--- config.mk ---
export PLATFORM = sky130hd
export DESIGN_NAME = cartridge_bank_controller_unit
export DESIGN_NICKNAME = d
export VERILOG_FILES = /design/src/rtl/cbc_pkg.sv /design/src/rtl/cbc_csr.sv /design/src/rtl/cbc_bank_logic.sv /design/src/rtl/cartridge_bank_controller_unit.sv
export SDC_FILE = /design/constraint.sdc
export NUM_CORES = 1
export LEC_CHECK = 0
export ABC_AREA = 1
export BUFFER_PORTS_ARGS = -buffer_cell sky130_fd_sc_hd__buf_2
export CORE_MARGIN = 2
export CORE_UTILIZATION = 30
export CTS_CLUSTER_DIAMETER = 30
export CTS_CLUSTER_SIZE = 24
export DETAILED_ROUTE_END_ITERATION = 10
export PLACE_DENSITY = 0.68
export RECOVER_POWER = 25
export SLEW_MARGIN = 20
export SYNTH_ARGS = -nofsm -noshare
export SYNTH_HDL_FRONTEND = slang
export SYNTH_SLANG_ARGS = --single-unit
--- constraint.sdc ---
create_clock -name clock -period 1.5 [get_ports clock]
set_clock_uncertainty 0.05 [all_clocks]
set_input_delay 0.375 -clock clock [delete_from_list [all_inputs] [get_ports clock]]
set_output_delay 0.375 -clock clock [all_outputs]
set_load 0.02 [all_outputs]
--- src/rtl/cbc_pkg.sv ---
// Shared types, constants and mapper decode table for the cartridge bank controller.
package cbc_pkg;

   // Number of ROM bank bits that the bank register really keeps.
   localparam int ROM_BANK_BITS = 9;

   // Field widths.
   localparam int ADDR_W     = 15;
   localparam int DATA_W     = 8;
   localparam int ROM_W      = 9;
   localparam int RAM_W      = 4;
   localparam int TYPE_W     = 5;
   localparam int REQ_DATA_W = 24;
   localparam int RSP_DATA_W = 16;
   localparam int CSR_ADDR_W = 4;
   localparam int CSR_DATA_W = 32;

   // Mask that limits a ROM bank number to ROM_BANK_BITS bits.
   localparam logic [ROM_W-1:0] ROM_BITS_MASK = ROM_W'((1 << ROM_BANK_BITS) - 1);

   // Reset values of the configuration and bank registers.
   localparam logic [TYPE_W-1:0] TYPE_RESET     = '0;
   localparam logic [ROM_W-1:0]  ROM_MASK_RESET = ROM_W'(1);
   localparam logic [RAM_W-1:0]  RAM_MASK_RESET = '0;
   localparam logic [ROM_W-1:0]  ROM_BANK_RESET = ROM_W'(1);
   localparam logic [RAM_W-1:0]  RAM_BANK_RESET = '0;

   // Configuration register indexes.
   localparam logic [1:0] REG_CART_TYPE = 2'd0;
   localparam logic [1:0] REG_ROM_MASK  = 2'd1;
   localparam logic [1:0] REG_RAM_MASK  = 2'd2;

   // Mapper kinds.
   typedef enum logic [2:0] {
      KIND_NONE  = 3'd0,
      KIND_MBC1  = 3'd1,
      KIND_MBC2  = 3'd2,
      KIND_MBC3  = 3'd3,
      KIND_MMM01 = 3'd4,
      KIND_MBC5  = 3'd5
   } kind_type;

   // Configuration as seen by the bank logic.
   typedef struct packed {
      logic [TYPE_W-1:0] cart_type_code;
      logic [ROM_W-1:0]  rom_bank_mask;
      logic [RAM_W-1:0]  ram_bank_mask;
   } cfg_type;

   // Map the cartridge type byte onto a mapper kind.
   function automatic kind_type kind_of(input logic [TYPE_W-1:0] code);
      kind_type k;
      case (code)
         5'h01, 5'h02, 5'h03:                      k = KIND_MBC1;
         5'h05, 5'h06:                             k = KIND_MBC2;
         5'h0B, 5'h0C, 5'h0D:                      k = KIND_MMM01;
         5'h0F, 5'h10, 5'h11, 5'h12, 5'h13:        k = KIND_MBC3;
         5'h19, 5'h1A, 5'h1B, 5'h1C, 5'h1D, 5'h1E: k = KIND_MBC5;
         default:                                  k = KIND_NONE;
      endcase
      return k;
   endfunction

endpackage

--- src/rtl/cbc_csr.sv ---
// Configuration register file behind the APB-style port.
module cbc_csr (
   input  logic                          clock,
   input  logic                          reset,
   input  logic                          csr_psel,
   input  logic                          csr_penable,
   input  logic                          csr_pwrite,
   input  logic [cbc_pkg::CSR_ADDR_W-1:0] csr_paddr,
   input  logic [cbc_pkg::CSR_DATA_W-1:0] csr_pwdata,
   output logic [cbc_pkg::CSR_DATA_W-1:0] csr_prdata,
   output logic                          csr_pready,
   output cbc_pkg::cfg_type              cfg
);
   import cbc_pkg::*;

   logic [TYPE_W-1:0] type_ff;
   logic [ROM_W-1:0]  rom_mask_ff;
   logic [RAM_W-1:0]  ram_mask_ff;
   logic              wr_en;
   logic [1:0]        reg_sel;

   assign csr_pready = 1'b1;
   assign wr_en      = csr_psel && csr_penable && csr_pwrite && csr_pready;
   assign reg_sel    = csr_paddr[3:2];

   // Register writes on the access cycle of a write transaction.
   always_ff @(posedge clock) begin
      if (reset) begin
         type_ff     <= TYPE_RESET;
         rom_mask_ff <= ROM_MASK_RESET;
         ram_mask_ff <= RAM_MASK_RESET;
      end else if (wr_en) begin
         case (reg_sel)
            REG_CART_TYPE: type_ff     <= csr_pwdata[TYPE_W-1:0];
            REG_ROM_MASK:  rom_mask_ff <= csr_pwdata[ROM_W-1:0];
            REG_RAM_MASK:  ram_mask_ff <= csr_pwdata[RAM_W-1:0];
            default: ;
         endcase
      end
   end

   // Read back.
   always_comb begin
      case (reg_sel)
         REG_CART_TYPE: csr_prdata = CSR_DATA_W'(type_ff);
         REG_ROM_MASK:  csr_prdata = CSR_DATA_W'(rom_mask_ff);
         REG_RAM_MASK:  csr_prdata = CSR_DATA_W'(ram_mask_ff);
         default:       csr_prdata = '0;
      endcase
   end

   assign cfg.cart_type_code = type_ff;
   assign cfg.rom_bank_mask  = rom_mask_ff;
   assign cfg.ram_bank_mask  = ram_mask_ff;

endmodule

--- src/rtl/cbc_bank_logic.sv ---
// Mapper decode and next bank register values for one cartridge write.
module cbc_bank_logic (
   input  cbc_pkg::cfg_type             cfg,
   input  logic [cbc_pkg::ADDR_W-1:0]   write_address,
   input  logic [cbc_pkg::DATA_W-1:0]   write_data,
   input  logic [cbc_pkg::ROM_W-1:0]    rom_bank_cur,
   input  logic [cbc_pkg::RAM_W-1:0]    ram_bank_cur,
   output logic [cbc_pkg::ROM_W-1:0]    rom_bank_next,
   output logic [cbc_pkg::RAM_W-1:0]    ram_bank_next,
   output logic                         unsupported
);
   import cbc_pkg::*;

   kind_type          kind;
   logic [ROM_W-1:0]  rom_raw;
   logic              rom_wr;
   logic              ram_wr;
   logic [ROM_W-1:0]  nz5;
   logic [ROM_W-1:0]  nz4;
   logic [ROM_W-1:0]  nz7;
   logic [ROM_W-1:0]  rom_lim;
   logic [RAM_W-1:0]  ram_lim;

   assign kind = kind_of(cfg.cart_type_code);

   // Bank numbers with the zero-to-one rule applied.
   assign nz5 = (write_data[4:0] == '0) ? ROM_W'(1) : ROM_W'(write_data[4:0]);
   assign nz4 = (write_data[3:0] == '0) ? ROM_W'(1) : ROM_W'(write_data[3:0]);
   assign nz7 = (write_data[6:0] == '0) ? ROM_W'(1) : ROM_W'(write_data[6:0]);

   // Decode which bank register the write hits and its raw new value.
   always_comb begin
      rom_raw     = rom_bank_cur;
      rom_wr      = 1'b0;
      ram_wr      = 1'b0;
      unsupported = 1'b0;
      case (kind)
         KIND_MBC1: begin
            if (write_address[14:13] == 2'd1) begin
               rom_wr  = 1'b1;
               rom_raw = nz5;
            end
         end
         KIND_MBC2: begin
            if (!write_address[14] && write_address[8]) begin
               rom_wr  = 1'b1;
               rom_raw = nz4;
            end
         end
         KIND_MBC3: begin
            if (write_address[14:13] == 2'd1) begin
               rom_wr  = 1'b1;
               rom_raw = nz7;
            end else if (write_address[14:13] == 2'd2) begin
               ram_wr = 1'b1;
            end
         end
         KIND_MBC5: begin
            case (write_address[14:12])
               3'd2: begin
                  rom_wr  = 1'b1;
                  rom_raw = {rom_bank_cur[8], write_data};
               end
               3'd3: begin
                  rom_wr  = 1'b1;
                  rom_raw = {write_data[0], rom_bank_cur[7:0]};
               end
               3'd4, 3'd5: ram_wr = 1'b1;
               default: ;
            endcase
         end
         KIND_MMM01: unsupported = 1'b1;
         default: ;
      endcase
   end

   // Limit by the configured bank-count masks.
   assign rom_lim = rom_raw & cfg.rom_bank_mask & ROM_BITS_MASK;
   assign ram_lim = write_data[RAM_W-1:0] & cfg.ram_bank_mask;

   assign rom_bank_next = rom_wr ? rom_lim : rom_bank_cur;
   assign ram_bank_next = ram_wr ? ram_lim : ram_bank_cur;

endmodule

--- src/rtl/cartridge_bank_controller_unit.sv ---
// Top level of the cartridge bank controller: input stage, bank state and result stage.
//
// Usage: each transaction on the req_ channel is one processor write into the
// 32 KiB cartridge ROM window (address and data byte). For every write the
// block returns one transaction on the rsp_ channel holding the ROM bank and
// RAM bank registers after that write, plus a flag in rsp_tuser that is set
// when the cartridge type selects the unsupported MMM01 mapper.
// The mapper kind and bank-count masks are set through the csr_ port; the user
// must set them only while no write is in flight, as the block does not enforce it.
// Pipeline: a write accepted lands in the input register and moves on to the
// result register, which drives rsp_tvalid, once the result stage is free or drains.
// Throughput: one write per cycle, sustained while rsp_tready stays high;
// the bank registers are updated by a single pass of decode and
// mask logic as an item moves from the input register to the result register.
// Stalls: when rsp_tready is low the result holds, and one more write can
// still be taken into the input register; after that req_tready drops.
// Reset: synchronous, active high; ROM bank 1, RAM bank 0, type code 0,
// ROM mask 1, RAM mask 0, both channel stages empty.
module cartridge_bank_controller_unit (
   input  logic                           clock,
   input  logic                           reset,
   // write_address [14:0], write_data [22:15], zero padding [23]
   input  logic [cbc_pkg::REQ_DATA_W-1:0]  req_tdata,
   input  logic                           req_tvalid,
   output logic                           req_tready,
   // rom_bank [8:0], ram_bank [12:9], zero padding [15:13]
   output logic [cbc_pkg::RSP_DATA_W-1:0]  rsp_tdata,
   // unsupported_mapper [0]
   output logic                           rsp_tuser,
   output logic                           rsp_tvalid,
   input  logic                           rsp_tready,
   input  logic                           csr_psel,
   input  logic                           csr_penable,
   input  logic                           csr_pwrite,
   input  logic [cbc_pkg::CSR_ADDR_W-1:0]  csr_paddr,
   input  logic [cbc_pkg::CSR_DATA_W-1:0]  csr_pwdata,
   output logic [cbc_pkg::CSR_DATA_W-1:0]  csr_prdata,
   output logic                           csr_pready
);
   import cbc_pkg::*;

   cfg_type           cfg;
   logic              in_valid_ff;
   logic [ADDR_W-1:0] in_addr_ff;
   logic [DATA_W-1:0] in_data_ff;
   logic              out_valid_ff;
   logic              out_flag_ff;
   logic [ROM_W-1:0]  rom_bank_ff;
   logic [RAM_W-1:0]  ram_bank_ff;
   logic [ROM_W-1:0]  rom_bank_in;
   logic [RAM_W-1:0]  ram_bank_in;
   logic              flag_in;
   logic              advance;
   logic              req_fire;

   cbc_csr u_csr (
      .clock       (clock),
      .reset       (reset),
      .csr_psel    (csr_psel),
      .csr_penable (csr_penable),
      .csr_pwrite  (csr_pwrite),
      .csr_paddr   (csr_paddr),
      .csr_pwdata  (csr_pwdata),
      .csr_prdata  (csr_prdata),
      .csr_pready  (csr_pready),
      .cfg         (cfg)
   );

   cbc_bank_logic u_bank (
      .cfg           (cfg),
      .write_address (in_addr_ff),
      .write_data    (in_data_ff),
      .rom_bank_cur  (rom_bank_ff),
      .ram_bank_cur  (ram_bank_ff),
      .rom_bank_next (rom_bank_in),
      .ram_bank_next (ram_bank_in),
      .unsupported   (flag_in)
   );

   // Handshake: the input stage moves on whenever the result stage is free or drains.
   assign advance    = in_valid_ff && (!out_valid_ff || rsp_tready);
   assign req_tready = !in_valid_ff || advance;
   assign req_fire   = req_tvalid && req_tready;

   // Input register.
   always_ff @(posedge clock) begin
      if (reset) begin
         in_valid_ff <= 1'b0;
      end else if (req_tready) begin
         in_valid_ff <= req_tvalid;
      end
   end

   always_ff @(posedge clock) begin
      if (req_fire) begin
         in_addr_ff <= req_tdata[ADDR_W-1:0];
         in_data_ff <= req_tdata[ADDR_W +: DATA_W];
      end
   end

   // Bank state doubles as the result payload register.
   always_ff @(posedge clock) begin
      if (reset) begin
         rom_bank_ff  <= ROM_BANK_RESET;
         ram_bank_ff  <= RAM_BANK_RESET;
         out_flag_ff  <= 1'b0;
         out_valid_ff <= 1'b0;
      end else begin
         if (advance) begin
            rom_bank_ff <= rom_bank_in;
            ram_bank_ff <= ram_bank_in;
            out_flag_ff <= flag_in;
         end
         if (advance) begin
            out_valid_ff <= 1'b1;
         end else if (rsp_tready) begin
            out_valid_ff <= 1'b0;
         end
      end
   end

   assign rsp_tvalid = out_valid_ff;
   assign rsp_tdata  = {RSP_DATA_W'(0) | {3'b000, ram_bank_ff, rom_bank_ff}};
   assign rsp_tuser  = out_flag_ff;

`ifndef ASSERT_OFF
   // A full input stage that cannot move must be what blocks new writes.
   a_ready_blocked: assert property (@(posedge clock) disable iff (reset)
      !req_tready |-> (in_valid_ff && out_valid_ff && !rsp_tready))
      else $error("req_tready low without a stalled pipeline");

   // Every item that leaves the input stage shows up as a result.
   a_advance_result: assert property (@(posedge clock) disable iff (reset)
      advance |=> out_valid_ff)
      else $error("processed write produced no result");

   // A write under the unsupported mapper leaves both banks unchanged.
   a_unsupported_hold: assert property (@(posedge clock) disable iff (reset)
      (advance && flag_in) |=> (rom_bank_ff == $past(rom_bank_ff) &&
                                ram_bank_ff == $past(ram_bank_ff)))
      else $error("unsupported mapper changed a bank register");

   // Reset leaves the ROM bank at one and both stages empty.
   a_reset_state: assert property (@(posedge clock)
      reset |=> (rom_bank_ff == ROM_BANK_RESET && !out_valid_ff && !in_valid_ff))
      else $error("bad state after reset");
`endif

endmodule

==> impl_results.md, run 1 <==
- Crit path buffers/inverters: 4
- Layout cell share with drive strength beyond 1: 0.295
- Fmax achieved: 658 MHz
- FF+latch count, synth: 49
- Ant. Diodes: 0
- Synthesized cell area: 0.00264 mm2
- R2R Setup Slk: 0.04 ns
- Vias in the first global route: 2409
- Final setup fails: 2
- Leak: 1.55 nW
- Vias: 2502
- CTS max path bufs: 2
- Post-detail-place hpwl: 5.18 mm
- Setup TNS: -0.0323 ns
- Multi-input gate area: 0.00133 mm2
- Max rail drop VDD: 0.417 mV
- Yosys top cell area share: 0.280
- Hold Crit Depth: 1
- DRC viols: 0
- CP delay by family, top: buffers and inverters
- CP Launch Type: input port
- Die Span Y: 97.9 um
- CP Data Required Time: 1.07 ns
- RSZ-0062 raised after global routing: true
- Nature of the critical path endpoint: output pin
- Critical path class: input port to output pin
- Initial Util: 0.306
- Largest cells by area after synthesis: dfxtp_1 (28%), edfxtp_1 (14%), nand2_1 (12%), buf_4 (7.7%), inv_1 (7.0%)
- Routed wl met2: 3.31 mm
- Seq/Total Area, Yosys: 0.417
- Main synth FF type: dfxtp_1
- GRT Residual Overflow: 0
- R2R depth: 9
- Metal-1 WL: 2.88 mm
- Count leader, synth: nand2_1
- GPL Wtd Cong: 0.873
- R2R Path Start: in_addr_ff[14]
- Total core area: 0.00864 mm2
- Met3 routed WL: 299 um
- Top cell by count, worst path: buf_4
- Post-synthesis cell count: 362
- Die area: 0.00958 mm2
- Port Buffers: 54
- Hold Path End: in_data_ff[3]
- Tcrit/Tclk final: 1.01
- Final-report max-slew violation count: 0
- Routed WL per cell: 12.4 um
- CTS Buf Count: 5
- Area grow syn2layout: 26.5%
- Total wire length: 6.75 mm
- Worst-path fanout max: 10
- Final net count: 505
- First-pass GRT wire length: 10.8 mm
- Most frequent cells after synthesis: nand2_1 (83), inv_1 (49), dfxtp_1 (37)
- Synth area leader: dfxtp_1
- Starting DRT DRC Count: 117
- Skew-Pair Late Insertion Delay: 0.30 ns
- Io pins: 119
- Final worst slack: -0.0195 ns
- Crit path DAT: 1.09 ns
- Largest net degree at the start of global routing: 17
- Status: finished, violations left
- H-tree levels: 2
- CTS tree: yes
- Fraction of registers with async set/reset: 0
- MaxCap Viol Count: 0
- HP Class: input port to register
- Fin crit period: 1.52 ns
- CP max stage cell: buf_4
- Initial DRT Pass Iterations: 4
- Max Used Layer: met4
- Hold Vio Cnt, Final: 0
- Detail Route Antenna Nets: 0
- Syn avg cell area: 7.30 um2
- Sequential cell area: 0.00112 mm2
- Clock sink count: 49
- PD cells: 769 mW/mm2
- Number of cell rows: 34
- Initial antenna violation count: 0
- Placement Setup Slack: -0.196 ns
- Reg-to-Reg End: rom_bank_ff[3]
- Worst hold path startpoint: req_tdata[18]
- Tot GR Track Use: 0.138
- DR vias/cell: 4.58
- Failing checks: negative setup slack
- Worst-path clk slew: 0.08 ns
- YS warnings: 0
- Post-synth EDFFs: 12
- Filler cell count: 907
- Post-cts hold buffer count: 0
- Cells along the critical path: buf_4, inv_4, nor2_4, inv_6, o221ai_2, buf_4
- Delay of the slowest critical-path stage: 0.17 ns
- Library cells used by synthesis: 32
- Setup bufs post-CTS: 0
- Root Buffer: clkbuf_8
- DIE WIDTH: 97.9 um
## through the flow
step	util	hold WS [ns]	cell area (um2)	total power, mW	instances
after floorplan	-	0.400	2750	1.70	387
after global placement	0.359	0.402	3100	1.77	538
after detailed placement	0.359	0.409	3100	1.78	538
after CTS	0.373	0.180	3220	2.57	545
after global routing	0.387	0.175	3340	2.68	546
final	0.387	0.189	3340	2.57	546
## where the power goes
| part | switching, mW | internal [mW] | leakage, nW |
|---|---|---|---|
| registers | 0.0336 | 1.39 | 0.421 |
| logic | 0.238 | 0.119 | 1.09 |
| clock network | 0.414 | 0.376 | 0.0455 |
## cell type report
type                    instances  area share
well taps                     108      0.0404
inverters                      55      0.0655
multi-input cells             253       0.399
repair buffers                 73       0.134
clock buffers                   8      0.0270
flip-flops and latches         49       0.334
## routing by layer
metal  vias to the layer above  global-route usage
met5                         -                   0
met3                        17              0.0193
li1                       1274                   -
met4                         0              0.0705
met2                        92               0.248
met1                      1119               0.160
## worst max path at each step
stage                              start        endpoint  slack [ns]  depth (start not counted)
after floorplan             csr_paddr[2]  u_bank.kind[1]       0.005                         11
after global placement      csr_paddr[2]  u_bank.kind[1]       -0.15                         12
after CTS                   csr_paddr[3]   csr_prdata[1]      -0.004                          7
after global routing      in_addr_ff[14]  rom_bank_ff[8]       -0.07                          9
final                       csr_paddr[2]   csr_prdata[3]       -0.02                          6
after detailed placement    csr_paddr[2]  u_bank.kind[1]       -0.20                         12
## placed cells by master (no fill, tap or decap), drive strengths merged
cell | Yosys | final
nand2 | 87 | 87
buf | 29 | 71
inv | 54 | 55
dfxtp | 37 | 37
nand3 | 33 | 34
nor2 | 32 | 32
a21oi | 30 | 30
conb | 2 | 27
o21ai | 25 | 25
edfxtp | 12 | 12
clkbuf | 2 | 10
nand4 | 5 | 5
o211ai | 4 | 4
o221ai | 4 | 4
nor3 | 2 | 2
o21a | 1 | 1
nand3b | 1 | 1
ha | 1 | 1
## logic make-up (layout without fill, tap and decap cells)
logic type | after synthesis | count (layout) | share of synthesized area
and+or+nand+nor | 160 | 161 | 0.275
buffers and inverters | 86 | 136 | 0.162
AOI/OAI and AO/OA | 64 | 64 | 0.139
DFF | 49 | 49 | 0.417
other | 2 | 27 | 0.00284
adders and majority gates | 1 | 1 | 0.00473
## flip-flops by register name, summed over array words and instances (netlist names)
register	cells
rom_bank_ff	9
u_csr.rom_mask_ff	9
in_data_ff	8
u_csr.type_ff	5
in_addr_ff	4
ram_bank_ff	4
u_csr.ram_mask_ff	4
u_bank.kind	3
in_valid_ff	1
rsp_tuser	1
rsp_tvalid	1
## worst register-to-register path: stages, from the launching register on
cell,delay [ns]
edfxtp_1,0.44
inv_2,0.11
nand2_2,0.09
nor2_4,0.10
inv_2,0.06
nand2_2,0.12
nand3_4,0.13
nor2_1,0.12
o21ai_1,0.08
a21oi_1,0.11
## repair_timing
action                                 in CTS  in global routing
setup endpoints to repair                   6                 23
pin swaps                                   1                 10
endpoints found under the hold margin       0                  0
cloned                                      0                  1
resized for setup                          15                 38
(Power assumes the default switching activity.)
==> run 2, diff against run 1 <==
--- a/config.mk
+++ b/config.mk
@@ -6,13 +6,14 @@
 export NUM_CORES = 1
 export LEC_CHECK = 0
 export ABC_AREA = 1
-export BUFFER_PORTS_ARGS = -buffer_cell sky130_fd_sc_hd__buf_2
 export CORE_MARGIN = 2
 export CORE_UTILIZATION = 30
 export CTS_CLUSTER_DIAMETER = 30
 export CTS_CLUSTER_SIZE = 24
 export DETAILED_ROUTE_END_ITERATION = 10
-export PLACE_DENSITY = 0.68
+export DONT_BUFFER_PORTS = 1
+export MAX_ROUTING_LAYER = met4
+export PLACE_DENSITY = 0.56
 export RECOVER_POWER = 25
 export SLEW_MARGIN = 20
 export SYNTH_ARGS = -nofsm -noshare
==> impl_results.md, run 2 (synthesis gave the netlist of run 1 again) <==
- CTS tree: yes
- GPL Wtd Cong: 0.852 (-2.4%)
- Filler cell count: 920 (+1.4%)
- HP Class: input port to register
- Initial DRT Pass Iterations: 4 (unchanged)
- Initial Util: 0.306 (unchanged)
- DIE WIDTH: 97.9 um (unchanged)
- Tcrit/Tclk final: 0.980 (-0.0329)
- Total core area: 0.00864 mm2 (unchanged)
- Placement Setup Slack: -0.0844 ns (+0.112 ns)
- CP Launch Type: register
- Vias: 2317 (-7.4%)
- Commonest non-fill, non-tap cell in the layout: nand2_1
- Area grow syn2layout: 19.2%
- Io pins: 119 (unchanged)
- Final worst slack: 0.0298 ns (+0.0494 ns)
- Initial antenna violation count: 0 (unchanged)
- CP Data Required Time: 1.07 ns (about the same)
- Max rail drop VDD: 0.617 mV (+48%)
- Fmax achieved: 680 MHz (+3.4%)
- Port Buffers: 0 (-100%)
- CTS Buf Count: 5 (unchanged)
- Skew-Pair Late Insertion Delay: 0.31 ns (about the same)
- Crit path DAT: 1.05 ns (-0.04 ns)
- Nature of the critical path endpoint: output pin
- Top flop regs: rom_bank_ff x9, u_csr.rom_mask_ff x9, in_data_ff x8
- Layout cell share with drive strength beyond 1: 0.260 (-0.0345)
- DR vias/cell: 4.56 (-0.47%)
- Post-cts hold buffer count: 0 (unchanged)
- H-tree levels: 2 (unchanged)
- Number of cell rows: 34 (unchanged)
- Clock sink count: 49 (unchanged)
- DRC viols: 0 (unchanged)
- Detail Route Antenna Nets: 0 (unchanged)
- Final net count: 467 (-7.5%)
- Routed WL per cell: 12.8 um (+3.9%)
- Tot GR Track Use: 0.138 (about the same)
- Die area: 0.00958 mm2 (unchanged)
- Post-detail-place hpwl: 4.97 mm (-4.2%)
- Worst-path clk slew: 0.09 ns (about the same)
- Hold Vio Cnt, Final: 0 (unchanged)
- Vias in the first global route: 2215 (-8.1%)
- Leak: 1.39 nW (-10%)
- CTS max path bufs: 2 (unchanged)
- MaxCap Viol Count: 0 (unchanged)
- First-pass GRT wire length: 10.4 mm (-3.8%)
- Root Buffer: clkbuf_8
- Die Span Y: 97.9 um (unchanged)
- Worst-path fanout max: 2 (-8)
- Final-report max-slew violation count: 0 (unchanged)
- Largest net degree at the start of global routing: 18 (+1)
- Fin crit period: 1.47 ns (-0.0494 ns)
- Total wire length: 6.52 mm (-3.3%)
- RSZ-0062 raised after global routing: true
- Status: completed
- Final setup fails: 0 (-2)
- PD cells: 794 mW/mm2 (+3.2%)
- Ant. Diodes: 0 (unchanged)
- Most frequent cells in the layout: nand2_1 (77), inv_1 (44), buf_4 (33), a21oi_1 (28), conb_1 (27)
- Critical path class: register to output pin
- Starting DRT DRC Count: 85 (-27%)
- GRT Residual Overflow: 0 (unchanged)
- Total power: 2.50 mW (-2.8%)
[run 2: changes by cell type in the layout (fill, tap and decap cells not counted), moves of 3 or more]
cell	before	now
nor2_1	20	23
nor2_2	6	3
inv_2	5	10
buf_2	46	0
buf_4	22	33
nand2_2	5	8
dfxtp_1	29	23
dfxtp_2	6	13
nand2_1	80	77
[run 2: path summary, 6_finish.rpt]
check / startpoint / endpoint / slack [ns] / cells after the start
worst max-delay path: u_csr.rom_mask_ff[1] / csr_prdata[1] / 0.03 / 3
worst min-delay path: reset / in_valid_ff / 0.06 / 1
worst max register to register: in_addr_ff[14] / rom_bank_ff[3] / 0.05 / 9
worst min register to register: u_csr.rom_mask_ff[8] / u_csr.rom_mask_ff[8] / 0.45 / 2
[run 2: worst max-delay path, stage by stage, from the launching register on]
cell and delay, ns:
dfxtp_2 0.34, inv_1 0.07, o221ai_2 0.16, buf_4 0.17
[run 2: area by class of cell]
class / instances / area (um2) / area share
sequential: 49 / 1120 / 0.356
multi-input combinational: 253 / 1330 / 0.421
inverter: 55 / 209 / 0.0663
timing repair buffer: 35 / 272 / 0.0862
clock inverter: 3 / 17.5 / 0.00556
tap: 108 / 135 / 0.0429
clock buffer: 5 / 68.8 / 0.0219
[run 2: power breakdown]
part	internal, mW	leakage, nW	total, mW	switching (mW)
registers	1.39	0.424	1.43	0.0359
logic	0.0903	0.927	0.299	0.209
clock network	0.323	0.0439	0.772	0.449
total	1.81	1.39	2.50	0.695
[run 2: through the flow]
stage	TNS [ns]	area, um2	util	hold slack [ns]	instances
global route	-0.308	3150	0.365	0.0492	508
CTS	0	3030	0.350	0.0667	503
floorplan	0	2750	-	0.400	387
global placement	-0.153	2910	0.337	0.399	495
finish	0	3150	0.365	0.0626	508
detailed placement	-0.189	2910	0.337	0.397	495
[run 2: repair_timing]
item                       4_1_cts  5_1_grt
gates cloned                     0        1
buffers inserted                 0        5
gates resized for setup          6       45
setup endpoints to repair        7       14
pin swaps                        0       10
[run 2: metal layers]
layer / part of all wire / up-vias / track usage / routed length, um
met2: 0.46 / 72 / 0.227 / 2970
met1: 0.48 / 1041 / 0.168 / 3100
met5: 0 / - / - / 0
met4: 0.024 / 0 / 0.0470 / 156
met3: 0.045 / 11 / 0.0322 / 295
li1: - / 1193 / - / -
